`src/rtl/cft_pkg.sv`:
```
package cft_pkg;

  // Character codes
  localparam logic [7:0] ChQuote     = 8'h22;
  localparam logic [7:0] ChBackslash = 8'h5C;
  localparam logic [7:0] ChComma     = 8'h2C;
  localparam logic [7:0] ChSlash     = 8'h2F;
  localparam logic [7:0] ChCr        = 8'h0D;
  localparam logic [7:0] ChLf        = 8'h0A;
  localparam logic [7:0] ChTab       = 8'h09;
  localparam logic [7:0] ChSpace     = 8'h20;

  // Length of the table-end literal, and counter widths that follow from it
  localparam int EndWordLen = 8;
  localparam int ReplayW    = $clog2(EndWordLen);
  // At most three results follow the replayed literal prefix within one byte
  localparam int TailMax    = 3;
  localparam int TailCntW   = $clog2(TailMax + 1);
  localparam int SeqW       = $clog2(EndWordLen + TailMax);

  localparam int QueueDepth = 2;
  localparam int PtrW       = $clog2(QueueDepth);
  localparam int QCntW      = $clog2(QueueDepth + 1);

  typedef enum logic [1:0] {
    KIND_BYTE      = 2'd0,
    KIND_FIELD_END = 2'd1,
    KIND_TABLE_END = 2'd2
  } item_kind_e;

  typedef enum logic [1:0] {
    MODE_START = 2'd0,
    MODE_SKIP  = 2'd1,
    MODE_FIELD = 2'd2,
    MODE_DROP  = 2'd3
  } scan_mode_e;

  typedef struct packed {
    item_kind_e  kind;
    logic [7:0]  data;
  } item_t;

  // Work for one input byte: a replayed literal prefix, then a short tail
  typedef struct packed {
    logic [ReplayW-1:0]     replay_cnt;
    logic [TailCntW-1:0]    tail_cnt;
    item_t [TailMax-1:0]    tail;
  } desc_t;

  function automatic logic [7:0] end_word_byte(logic [ReplayW-1:0] idx);
    logic [7:0] ch;
    unique case (idx)
      3'd0:    ch = 8'h54; // T
      3'd1:    ch = 8'h61; // a
      3'd2:    ch = 8'h62; // b
      3'd3:    ch = 8'h6C; // l
      3'd4:    ch = 8'h65; // e
      3'd5:    ch = 8'h45; // E
      3'd6:    ch = 8'h6E; // n
      default: ch = 8'h64; // d
    endcase
    return ch;
  endfunction

endpackage

```
`src/rtl/cft_front.sv`:
```
module cft_front (
  input  logic                clk_i,
  input  logic                rst_ni,
  input  logic                in_valid_i,
  output logic                in_ready_o,
  input  logic [7:0]          in_byte_i,
  input  logic                in_eos_i,
  input  logic                full_i,
  output logic                push_o,
  output cft_pkg::desc_t      desc_o
);

  typedef struct packed {
    cft_pkg::scan_mode_e mode;
    logic                quoted;
    logic                bsl;
    logic                sl;
    logic                fne;
  } st_t;

  typedef struct packed {
    st_t                                   st;
    logic [cft_pkg::TailCntW-1:0]          cnt;
    cft_pkg::item_t [cft_pkg::TailMax-1:0] item;
  } work_t;

  function automatic work_t put(work_t w, cft_pkg::item_kind_e k, logic [7:0] b);
    work_t r;
    r = w;
    if (w.cnt < cft_pkg::TailCntW'(cft_pkg::TailMax)) begin
      r.item[w.cnt] = '{kind: k, data: b};
      r.cnt         = w.cnt + cft_pkg::TailCntW'(1);
    end
    return r;
  endfunction

  function automatic work_t field_byte(work_t w, logic [7:0] b);
    work_t r;
    r        = put(w, cft_pkg::KIND_BYTE, b);
    r.st.fne = 1'b1;
    return r;
  endfunction

  function automatic work_t close_field(work_t w, cft_pkg::scan_mode_e nxt);
    work_t r;
    r = w;
    if (w.st.fne) begin
      r = put(r, cft_pkg::KIND_FIELD_END, 8'h00);
    end
    r.st.fne    = 1'b0;
    r.st.quoted = 1'b0;
    r.st.bsl    = 1'b0;
    r.st.sl     = 1'b0;
    r.st.mode   = nxt;
    return r;
  endfunction

  function automatic work_t in_field(work_t w, logic [7:0] b);
    work_t r;
    logic  done;
    r    = w;
    done = 1'b0;
    if (r.st.bsl) begin
      r.st.bsl = 1'b0;
      r = field_byte(r, b);
      if (b == cft_pkg::ChLf) begin
        r = close_field(r, cft_pkg::MODE_START);
      end
    end else begin
      if (r.st.sl) begin
        r.st.sl = 1'b0;
        if (b == cft_pkg::ChSlash) begin
          r    = close_field(r, cft_pkg::MODE_DROP);
          done = 1'b1;
        end else begin
          r = field_byte(r, cft_pkg::ChSlash);
        end
      end
      if (!done) begin
        if (b == cft_pkg::ChQuote) begin
          r.st.quoted = ~r.st.quoted;
        end else if (r.st.quoted) begin
          if (b == cft_pkg::ChBackslash) begin
            r.st.bsl = 1'b1;
          end else begin
            r = field_byte(r, b);
            if (b == cft_pkg::ChLf) begin
              r = close_field(r, cft_pkg::MODE_START);
            end
          end
        end else if (b == cft_pkg::ChSlash) begin
          r.st.sl = 1'b1;
        end else if (b == cft_pkg::ChCr) begin
          r = close_field(r, cft_pkg::MODE_DROP);
        end else if (b == cft_pkg::ChLf || b == cft_pkg::ChComma) begin
          r = close_field(r, cft_pkg::MODE_START);
        end else begin
          r = field_byte(r, b);
        end
      end
    end
    return r;
  endfunction

  function automatic work_t skip_blanks(work_t w, logic [7:0] b);
    work_t r;
    r = w;
    if (b != cft_pkg::ChSpace && b != cft_pkg::ChTab) begin
      r.st.mode = cft_pkg::MODE_FIELD;
      r = in_field(r, b);
    end
    return r;
  endfunction

  st_t                         st_q, st_d;
  logic [cft_pkg::ReplayW-1:0] mc_q, mc_d;
  logic [cft_pkg::ReplayW-1:0] rcnt;
  work_t                       w;
  logic                        accept;

  assign in_ready_o = ~full_i;
  assign accept     = in_valid_i & ~full_i;

  always_comb begin
    w.st   = st_q;
    w.cnt  = '0;
    w.item = '0;
    mc_d   = mc_q;
    rcnt   = '0;

    unique case (st_q.mode)
      cft_pkg::MODE_START: begin
        if (in_byte_i == cft_pkg::end_word_byte(mc_q)) begin
          if (mc_q == cft_pkg::ReplayW'(cft_pkg::EndWordLen - 1)) begin
            mc_d      = '0;
            w         = put(w, cft_pkg::KIND_TABLE_END, 8'h00);
            w.st.mode = cft_pkg::MODE_DROP;
          end else begin
            mc_d = mc_q + cft_pkg::ReplayW'(1);
          end
        end else if (mc_q != '0) begin
          // Replay the held prefix as field bytes, then treat this byte normally
          rcnt      = mc_q;
          mc_d      = '0;
          w.st.fne  = 1'b1;
          w.st.mode = cft_pkg::MODE_FIELD;
          w         = in_field(w, in_byte_i);
        end else begin
          w.st.mode = cft_pkg::MODE_SKIP;
          w         = skip_blanks(w, in_byte_i);
        end
      end
      cft_pkg::MODE_SKIP:  w = skip_blanks(w, in_byte_i);
      cft_pkg::MODE_FIELD: w = in_field(w, in_byte_i);
      cft_pkg::MODE_DROP: begin
        if (in_byte_i == cft_pkg::ChLf) begin
          w.st.mode = cft_pkg::MODE_START;
        end
      end
    endcase

    // Flush at end of stream and return to the reset state
    if (in_eos_i) begin
      if (w.st.mode == cft_pkg::MODE_START && mc_d != '0) begin
        rcnt     = mc_d;
        w.st.fne = 1'b1;
      end
      if (w.st.sl) begin
        w.st.sl = 1'b0;
        w       = field_byte(w, cft_pkg::ChSlash);
      end
      if (w.st.fne) begin
        w = put(w, cft_pkg::KIND_FIELD_END, 8'h00);
      end
      w.st.mode   = cft_pkg::MODE_START;
      w.st.quoted = 1'b0;
      w.st.bsl    = 1'b0;
      w.st.sl     = 1'b0;
      w.st.fne    = 1'b0;
      mc_d        = '0;
    end

    st_d = w.st;
  end

  assign desc_o.replay_cnt = rcnt;
  assign desc_o.tail_cnt   = w.cnt;
  assign desc_o.tail       = w.item;
  assign push_o            = accept & ((rcnt != '0) | (w.cnt != '0));

  always_ff @(posedge clk_i or negedge rst_ni) begin
    if (!rst_ni) begin
      st_q <= '{mode: cft_pkg::MODE_START, default: 1'b0};
      mc_q <= '0;
    end else if (accept) begin
      st_q <= st_d;
      mc_q <= mc_d;
    end
  end

endmodule

```
`src/rtl/cft_queue.sv`:
```
module cft_queue (
  input  logic           clk_i,
  input  logic           rst_ni,
  input  logic           push_i,
  input  cft_pkg::desc_t desc_i,
  output logic           full_o,
  input  logic           pop_i,
  output logic           empty_o,
  output cft_pkg::desc_t head_o
);

  cft_pkg::desc_t                mem_q [cft_pkg::QueueDepth];
  logic [cft_pkg::PtrW-1:0]      wr_ptr_q, rd_ptr_q;
  logic [cft_pkg::QCntW-1:0]     cnt_q;

  assign full_o  = (cnt_q == cft_pkg::QCntW'(cft_pkg::QueueDepth));
  assign empty_o = (cnt_q == '0);
  assign head_o  = mem_q[rd_ptr_q];

  always_ff @(posedge clk_i) begin
    if (push_i) begin
      mem_q[wr_ptr_q] <= desc_i;
    end
  end

  always_ff @(posedge clk_i or negedge rst_ni) begin
    if (!rst_ni) begin
      wr_ptr_q <= '0;
      rd_ptr_q <= '0;
      cnt_q    <= '0;
    end else begin
      if (push_i) begin
        wr_ptr_q <= wr_ptr_q + cft_pkg::PtrW'(1);
      end
      if (pop_i) begin
        rd_ptr_q <= rd_ptr_q + cft_pkg::PtrW'(1);
      end
      if (push_i && !pop_i) begin
        cnt_q <= cnt_q + cft_pkg::QCntW'(1);
      end else if (pop_i && !push_i) begin
        cnt_q <= cnt_q - cft_pkg::QCntW'(1);
      end
    end
  end

endmodule

```
`src/rtl/cft_back.sv`:
```
module cft_back (
  input  logic           clk_i,
  input  logic           rst_ni,
  input  logic           empty_i,
  input  cft_pkg::desc_t head_i,
  output logic           pop_o,
  output logic           out_valid_o,
  input  logic           out_ready_i,
  output cft_pkg::item_t out_item_o,
  output logic           out_last_o
);

  logic [cft_pkg::SeqW-1:0]     idx_q, idx_d;
  logic [cft_pkg::SeqW-1:0]     replay_ext, total;
  logic [cft_pkg::TailCntW-1:0] tidx;
  logic                         load, is_last;
  cft_pkg::item_t               item;
  logic                         out_valid_q;
  cft_pkg::item_t               out_item_q;
  logic                         out_last_q;

  assign replay_ext = cft_pkg::SeqW'(head_i.replay_cnt);
  assign total      = replay_ext + cft_pkg::SeqW'(head_i.tail_cnt);
  assign is_last    = (idx_q == total - cft_pkg::SeqW'(1));
  assign tidx       = cft_pkg::TailCntW'(idx_q - replay_ext);
  assign load       = ~empty_i & (~out_valid_q | out_ready_i);
  assign pop_o      = load & is_last;

  always_comb begin
    if (idx_q < replay_ext) begin
      item.kind = cft_pkg::KIND_BYTE;
      item.data = cft_pkg::end_word_byte(cft_pkg::ReplayW'(idx_q));
    end else begin
      item = head_i.tail[tidx];
    end
    idx_d = idx_q;
    if (load) begin
      idx_d = is_last ? '0 : idx_q + cft_pkg::SeqW'(1);
    end
  end

  always_ff @(posedge clk_i or negedge rst_ni) begin
    if (!rst_ni) begin
      idx_q       <= '0;
      out_valid_q <= 1'b0;
    end else begin
      idx_q <= idx_d;
      if (load) begin
        out_valid_q <= 1'b1;
      end else if (out_ready_i) begin
        out_valid_q <= 1'b0;
      end
    end
  end

  always_ff @(posedge clk_i) begin
    if (load) begin
      out_item_q <= item;
      out_last_q <= is_last;
    end
  end

  assign out_valid_o = out_valid_q;
  assign out_item_o  = out_item_q;
  assign out_last_o  = out_last_q;

endmodule

```
`src/rtl/csv_field_tokenizer.sv`:
```
// A byte's results are registered first in the descriptor queue, then in the output register.
// Throughput: one input byte per cycle while each byte yields at most one result and the master
// side accepts; the output register moves one result per cycle while m_axis_tready stays high.
// A two-entry descriptor queue between the classifier and the output sequencer absorbs bursts.
// Reset (rst_ni low, asynchronous): scanner back at field start, queue empty, no output valid.
module csv_field_tokenizer (
  input  logic       clk_i,
  input  logic       rst_ni,
  // Slave side: one text byte per transfer
  input  logic       s_axis_tvalid,
  output logic       s_axis_tready,
  input  logic [7:0] s_axis_tdata,   // [7:0] data_byte
  input  logic       s_axis_tlast,   // end_of_stream
  // Master side: one result per transfer
  output logic       m_axis_tvalid,
  input  logic       m_axis_tready,
  output logic [7:0] m_axis_tdata,   // [7:0] out_byte
  output logic [1:0] m_axis_tuser,   // [1:0] kind
  output logic       m_axis_tlast    // last result caused by the input byte
);

  logic           push, full, pop, empty;
  cft_pkg::desc_t desc, head;
  cft_pkg::item_t out_item;

  // Front: classify each byte, update the scan state and describe its results
  cft_front u_front (
    .clk_i      (clk_i),
    .rst_ni     (rst_ni),
    .in_valid_i (s_axis_tvalid),
    .in_ready_o (s_axis_tready),
    .in_byte_i  (s_axis_tdata),
    .in_eos_i   (s_axis_tlast),
    .full_i     (full),
    .push_o     (push),
    .desc_o     (desc)
  );

  // Hold descriptors so that front and back stall independently
  cft_queue u_queue (
    .clk_i   (clk_i),
    .rst_ni  (rst_ni),
    .push_i  (push),
    .desc_i  (desc),
    .full_o  (full),
    .pop_i   (pop),
    .empty_o (empty),
    .head_o  (head)
  );

  // Back: expand descriptors into the output register, one result per cycle unless stalled
  cft_back u_back (
    .clk_i       (clk_i),
    .rst_ni      (rst_ni),
    .empty_i     (empty),
    .head_i      (head),
    .pop_o       (pop),
    .out_valid_o (m_axis_tvalid),
    .out_ready_i (m_axis_tready),
    .out_item_o  (out_item),
    .out_last_o  (m_axis_tlast)
  );

  assign m_axis_tdata = out_item.data;
  assign m_axis_tuser = out_item.kind;

endmodule
```
`config.mk`:
```
export PLATFORM = sky130hd
export DESIGN_NAME = csv_field_tokenizer
export DESIGN_NICKNAME = d
export VERILOG_FILES = /design/src/rtl/cft_pkg.sv /design/src/rtl/cft_front.sv /design/src/rtl/cft_queue.sv /design/src/rtl/cft_back.sv /design/src/rtl/csv_field_tokenizer.sv
export SDC_FILE = /design/constraint.sdc
export NUM_CORES = 1
export LEC_CHECK = 0
export BUFFER_PORTS_ARGS = -buffer_cell sky130_fd_sc_hd__buf_2
export CAP_MARGIN = 10
export CORE_MARGIN = 1
export CORE_UTILIZATION = 55
export DETAILED_ROUTE_END_ITERATION = 10
export PLACE_DENSITY = 0.77
export SKIP_LAST_GASP = 1
export SLEW_MARGIN = 10
export SYNTH_ARGS = -nofsm -noshare
export SYNTH_HDL_FRONTEND = slang
export SYNTH_SLANG_ARGS = --single-unit
```
`constraint.sdc`:
```
create_clock -name clk_i -period 7.5 [get_ports clk_i]
set_input_delay 1.5 -clock clk_i [delete_from_list [all_inputs] [get_ports clk_i]]
set_output_delay 1.5 -clock clk_i [all_outputs]
set_load 0.005 [all_outputs]
```
==> After elaboration in Yosys (flattened, before gate mapping) <==
Memories as Yosys holds them, arrays and structs flattened.
Index checks and enable logic that the tools add are counted.
{ "totals": {"ff_bits": 29, "mem_bits_rw": 70, "memories": 1} }
{ "classes": {"addsub": 23, "n_lt_le_gt_ge": 44, "eq_ne": 27, "muxes": 236, "bitwise_logic": 55, "reduce_logical": 32} }
{ "mem_list": {"columns": ["name", "words", "width", "rd", "rd_clocked_by_memory_dff", "write_ports", "line", "text"], "rows": [
  ["u_queue.mem_q", 2, 35, 1, 0, 1, "cft_queue.sv:12", "cft_pkg::desc_t mem_q [cft_pkg::QueueDepth];"]
]} }
{ "ops": {"columns": ["operator", "n"], "rows": [
  ["$mux W38", 48],
  ["$mux W32", 53],
  ["$not A27 Y27", 13],
  ["$demux W10 S2", 14],
  ["$mux W10", 25],
  ["$and A27 B27 Y27", 9],
  ["$mux W33", 6],
  ["$mux W37", 4],
  ["$mux W35", 4],
  ["$mux W34", 4],
  ["$bwmux W30", 4],
  ["$and A9 B27 Y27", 4],
  ["$pmux W36 S3", 1],
  ["$pmux W6 S7", 2],
  ["$mux W31", 2],
  ["$lt A2 B3 Y1 const B", 15],
  ["$mux W3", 14],
  ["$mux W2", 17],
  ["$add A2 B1 Y2 const B", 15],
  ["$mux W1", 29],
  ["$ge A2 B1 Y1 const B", 14],
  ["$lt A2 B2 Y1 const B", 14],
  ["$or A3 B3 Y3", 9],
  ["$eq A8 B6 Y1 const B", 3],
  ["other kinds (37)", 94]
]} }

==> Logic depth before layout (Yosys ltp) <==
{ "depth": {"ltp_word": 65, "mapped_depth": 21, "ltp_nobuf": 18} }

==> Hierarchy <==
A second synthesis with hierarchy kept.
{ "hier_totals": {"cells_unflattened": 748, "area_unflattened_um2": 7370.8} }
{ "by_module_without_submodules": {"columns": ["module", "n_inst", "cells_each", "area_per_inst_um2", "seq_area_each_um2"], "rows": [
  ["cft_front", 1, 513, 3320.7, 225.2],
  ["cft_queue", 1, 125, 2862.7, 2202.1],
  ["cft_back", 1, 110, 1187.4, 455.4]
]} }

==> Least setup slack after synthesis <==
No wires, ideal clock.
{ "synth_timing": {"path_kind": "input-to-reg", "from": "in s_axis_tdata[1]", "to": "mem u_queue.mem_q[1][0] in the netlist's numbering, enable pin", "setup_ns": 0.447, "arrival_ns": 5.948, "slack_ns": 1.105, "path_stages": 17, "path_buffers": 3, "path_cell_list": "buf_4 -> and4_1 -> clkbuf_1 -> nand2_1 -> nor2_1 -> nor2_1 -> inv_1 -> ha_1 -> a2bb2oi_1 -> o21ai_0 -> a32oi_1 -> or2_2 -> clkbuf_1 -> a21oi_1 -> a2bb2oi_1 -> a21oi_1 -> nor3b_1"} }
{ "synth_between": {"elab_chain_len": 44, "word_cells_on_any_way": 177} }
{ "synth_rtl": {"columns": ["item", "line", "text"], "rows": [
  ["start, declared", "csv_field_tokenizer.sv:12", "input logic [7:0] s_axis_tdata,"],
  ["$eq A8 B6 Y1", "cft_front.sv:72, cft_front.sv:91", null],
  ["$mux W37", "cft_front.sv:72", "if (b == cft_pkg::ChSlash) begin"],
  ["$mux W37", "cft_front.sv:70", "if (r.st.sl) begin"],
  ["$mux W38", "cft_front.sv:63", "if (r.st.bsl) begin"],
  ["$mux W38", "cft_front.sv:108", "if (b != cft_pkg::ChSpace && b != cft_pkg::ChTab) begin"],
  ["$mux W38", "cft_front.sv:141", "end else if (mc_q != '0) begin"],
  ["$mux W38", "cft_front.sv:133", "if (in_byte_i == cft_pkg::end_word_byte(mc_q)) begin"],
  ["$mux W38", "cft_front.sv:131", "unique case (st_q.mode)"],
  ["(+28 left out)", null, null],
  ["$mux W32", "cft_front.sv:30", "if (w.cnt < cft_pkg::TailCntW'(cft_pkg::TailMax)) begin"],
  ["$mux W32", "cft_front.sv:172", "if (w.st.fne) begin"],
  ["$mux W38", "cft_front.sv:163", "if (in_eos_i) begin"],
  ["$reduce_bool A2 Y1", "cft_front.sv:189", "assign push_o = accept & ((rcnt != '0) | (w.cnt != '0));"],
  ["$or A1 B1 Y1 *", "cft_front.sv:189", null],
  ["$and A1 B1 Y1 *", "cft_front.sv:189", null],
  ["$mux W1 *", "cft_queue.sv:21", "if (push_i) begin"],
  ["$mux W1 (implied by the code) *", "cft_queue.sv:22", "mem_q[wr_ptr_q] <= desc_i;"],
  ["end, declared", "cft_queue.sv:12", null]
]} }
Mark *: on every way between the ends. The rest lies on a longest branch, timed or not. The select of a mux whose other input is x is not followed.

==> Worst setup path in the final report <==
{ "layout_timing": {"from": "in s_axis_tdata[3]", "to": "reg u_queue.cnt_q[1] in the netlist's numbering"} }
{ "layout_between": {"elab_chain_len": 45, "word_cells_on_any_way": 180} }
{ "layout_rtl": {"columns": ["item", "line", "text"], "rows": [
  ["$eq A8 B6 Y1", "cft_front.sv:72, cft_front.sv:91", null],
  ["$mux W37", "cft_front.sv:72", null],
  ["$mux W37", "cft_front.sv:70", null],
  ["$mux W38", "cft_front.sv:63", null],
  ["$mux W38", "cft_front.sv:108", null],
  ["$mux W38", "cft_front.sv:141", null],
  ["$mux W38", "cft_front.sv:133", null],
  ["$mux W38", "cft_front.sv:131", null],
  ["(+30 left out)", null, null],
  ["$mux W38", "cft_front.sv:163", null],
  ["$reduce_bool A2 Y1", "cft_front.sv:189", null],
  ["$or A1 B1 Y1 *", "cft_front.sv:189", null],
  ["$and A1 B1 Y1 *", "cft_front.sv:189", null],
  ["net push", "csv_field_tokenizer.sv:22", "logic push, full, pop, empty;"],
  ["$logic_not A1 Y1", "cft_queue.sv:40", "end else if (pop_i && !push_i) begin"],
  ["$logic_and A1 B1 Y1", "cft_queue.sv:40", null],
  ["$reduce_bool A2 Y1 (no line)", null, null],
  ["end signal, assigned", "cft_queue.sv:39", "cnt_q <= cnt_q + cft_pkg::QCntW'(1);"],
  ["end signal, assigned", "cft_queue.sv:41", "cnt_q <= cnt_q - cft_pkg::QCntW'(1);"],
  ["end, declared", "cft_queue.sv:14", "logic [cft_pkg::QCntW-1:0] cnt_q;"]
]} }
Mark *: on every way through the listed nets, which the timed path passes. The rest lies on a longest branch. The select of a mux whose other input is x is not followed.
A chain may end at the register's enable or synchronous reset.

==> key figures <==
Outcome
  – Status: finished clean

Floorplan
  – Ports: 26
  – Die span in y: roughly 110 um
  – Starting density of the core: 57.3%
  – Die Wd: ~110 um
  – Floorplan Core Area: 10,500 um2
  – Row count: 37
  – Area of the die: 11,300 um2

Worst setup path
  – CP startpoint: s_axis_tdata[3]
  – Worst Path Arrival: 5430 ps
  – CP Max Fanout: 12
  – CP Capture Type: register
  – Crit path required time: a little under 8000 ps
  – FF-to-FF Start: u_front.mc_q[0]
  – CP startpoint kind: primary input
  – Critical path class: primary input to register

Synth
  – Register bit count reported by yosys: 81
  – Yosys cell types: 89
  – YS warnings: 0
  – Seq/Total Area, Yosys: 39.1%
  – Post-Syn Area: 5990 um2
  – Top cells by area, synth: edfxtp_1, dfrtp_1, ha_1, nand2_1, o21ai_0
  – Post-Syn Instances: 622
  – Yosys top cell area share: between 30% and 40%
  – Synth area leader: edfxtp_1
  – Avg Inst Size Synth: about 9.6 um2
  – Post-synth EDFFs: 63
  – Post-synth top flop: edfxtp_1
  – Post-synthesis async set-or-reset flop share: approximately 22%
  – Synth Net Count: 666

Power
  – Leak pwr: between 2 and 2.5 nW
  – Final Total Pwr: roughly 2.2 mW
  – Maximum vdd drop: roughly 220 uV
  – Pwr Density: 345 nW/um2

Routing
  – Detailed Routing Iterations Pass 1: 8
  – DR vias/cell: 6.69
  – Routed Wire Length: 15,500 um
  – Routed Antenna Nets: 0
  – Per-cell routed wire length: 20.2 um
  – Post-route DRC: 0
  – Initial DRC Count: 451
  – Vias: between 5,000 and 6,000

STA
  – Max Slew Vio Count: 0
  – Relative slew slack: 33.4%
  – # setup viols final: 0
  – Max Clk Rate: 193 MHz
  – Clock Skew: 11.7 ps
  – Fin. Hold Viols: 0
  – Fin Setup TNS: 0 ps
  – Worst Tran Pin Value: 993 ps
  – Worst hold slack: between 500 and 600 ps
  – Crit share post-route: 69.0%
  – RSZ-0062 raised after global routing: no
  – Final critical-path required period: 5170 ps

Cells and area
  – Multi-input combinational cell area: 3340 um2
  – Proportion of layout cells with a drive suffix above 1: between 10 and 15%
  – Area overhead of the layout relative to synthesis: 5.62%
  – Fillers: 903
  – Commonest cells after routing, fill and taps aside: edfxtp_1, nand2_1, nor2_1
  – Antenna fix cells: 0
  – NumNets Final: roughly 670
  – Final instance area: between 6000 and 7000 um2
  – Leading cell type in the layout, fill and taps excluded: edfxtp_1
  – Register area: 2340 um2

CTS
  – Hold Buf Count CTS: 0
  – CTS tree: built
  – H-tree depth: 3
  – Worst-skew pair later-pin latency: 350 ps
  – Worst-path clk slew: 90 ps
  – TritonCTS Buffers: 9
  – Root buffer cell: clkbuf_8
  – Max clock buf depth: 2
  – Clk sinks: 81
  – Setup bufs post-CTS: 0
  – Cts repair resizes: 0

Job
  – Maxcap violations: 0

Placement
  – Port Buffers: 25
  – DPL Wire Length: 11,500 um
  – Placed instance area: between 6000 and 7000 um2
  – GP Congestion: 0.942

Global route
  – Largest net degree at the start of global routing: 27
  – Initial antenna violation count: 0
  – Gr ovfl total: 0
  – Vias in the first global route: slightly below 5,000
  – First-pass GRT wire length: 25,100 um
  – Total GRT Usage: 28.8%

Worst hold path
  – HP Class: register to register
  – Worst Hold Launch: u_back.out_valid_o
flip-flops by register name, summed over array words and instances, names as in the netlist:
signal and flops:
u_queue.mem_q 52, u_back.out_item_o 10, u_front.st_q 6, u_back.idx_q 4, u_front.mc_q 3, u_queue.cnt_q 2, u_back.out_last_o 1, u_back.out_valid_o 1
u_queue.rd_ptr_q 1, u_queue.wr_ptr_q 1
critical path: stages:
cell	delay, ps
buf_2	200
nor4b_1	260
buf_4	220
nand2_1	200
nor2_1	150
nor2_1	90
inv_1	120
ha_1	150
a2bb2oi_1	140
o21ai_0	90
a32oi_1	340
or2_2	240
nand2_1	130
or4_4	520
a21oi_1	360
nor2_1	90
ha_1	220
xor2_1	140
nor2_1	110
xor2_1	150
power by group:
part / total, mW / internal [mW] / leakage (nW) / switching, mW
clock network: 0.303 / 0.153 / 0.0912 / 0.150
logic: 1.07 / 0.448 / 1.40 / 0.617
registers: 0.813 / 0.707 / 0.823 / 0.106
total: 2.18 / 1.31 / 2.32 / 0.873
synthesized netlist by cell type, types with 7 or more instances:
library cell and n:
dfrtp_1 18, nor2_1 47, nand3_1 21, xnor2_1 7, mux2i_1 7, a31oi_1 11
o21ai_0 44, clkbuf_1 20, nand2_1 59, a21oi_1 39, o211ai_1 9, o22ai_1 10
nor3_1 18, ha_1 29, nand2b_1 11, edfxtp_1 63, o31ai_1 9, inv_1 32
mux4_2 9
cells by family after synthesis:
| kind of cell | Yosys count | synth area share (%) |
|---|---|---|
| AO/OA/AOI/OAI | 187 | 21.7 |
| XOR/XNOR | 13 | 1.90 |
| adder cells (fa/ha/maj) | 31 | 6.72 |
| buffers and inverters | 69 | 5.37 |
| flip-flops | 81 | 39.1 |
| multiplexers | 22 | 5.68 |
| AND/OR/NAND/NOR | 219 | 19.6 |
through the flow:
| step | instances | utilization, % | setup slack, ps |
|---|---|---|---|
| after floorplan | 622 | - | 1110 |
| after global placement | 752 | 58.6 | 2190 |
| after detailed placement | 752 | 58.6 | 2100 |
| after CTS | 768 | 60.5 | 2450 |
| after global routing | 768 | 60.5 | 1990 |
| final | 768 | 60.5 | 2330 |
final cells by class:
class | instances | share of cell area [%]
Tap cell | 136 | 2.69
Clock buffer | 9 | 1.96
Clock inverter | 7 | 1.13
Multi-Input combinational cell | 472 | 52.7
Timing Repair Buffer | 29 | 2.45
Inverter | 34 | 2.02
Sequential cell | 81 | 37.0
metal layers:
layer	GRT usage, %	part of all wire (%)	vias up
met5	0	0	-
met4	14.3	3.6	0
met3	3.37	7.2	45
met2	48.5	49	277
met1	36.7	40	2456
li1	-	-	2363
worst paths after layout:
path                                            to  slack [ps]  cells past startpoint
worst min-delay path            u_back.out_valid_o         510                      2
min in group asynchronous          u_back.idx_q[1]        1080                      1
worst min register to register  u_back.out_valid_o         510                      2
worst max-delay path              u_queue.cnt_q[1]        2330                     20
max in group asynchronous         u_queue.cnt_q[1]        6110                      1
worst max register to register    u_queue.cnt_q[1]        2800                     15
(Power assumes the default switching activity.)
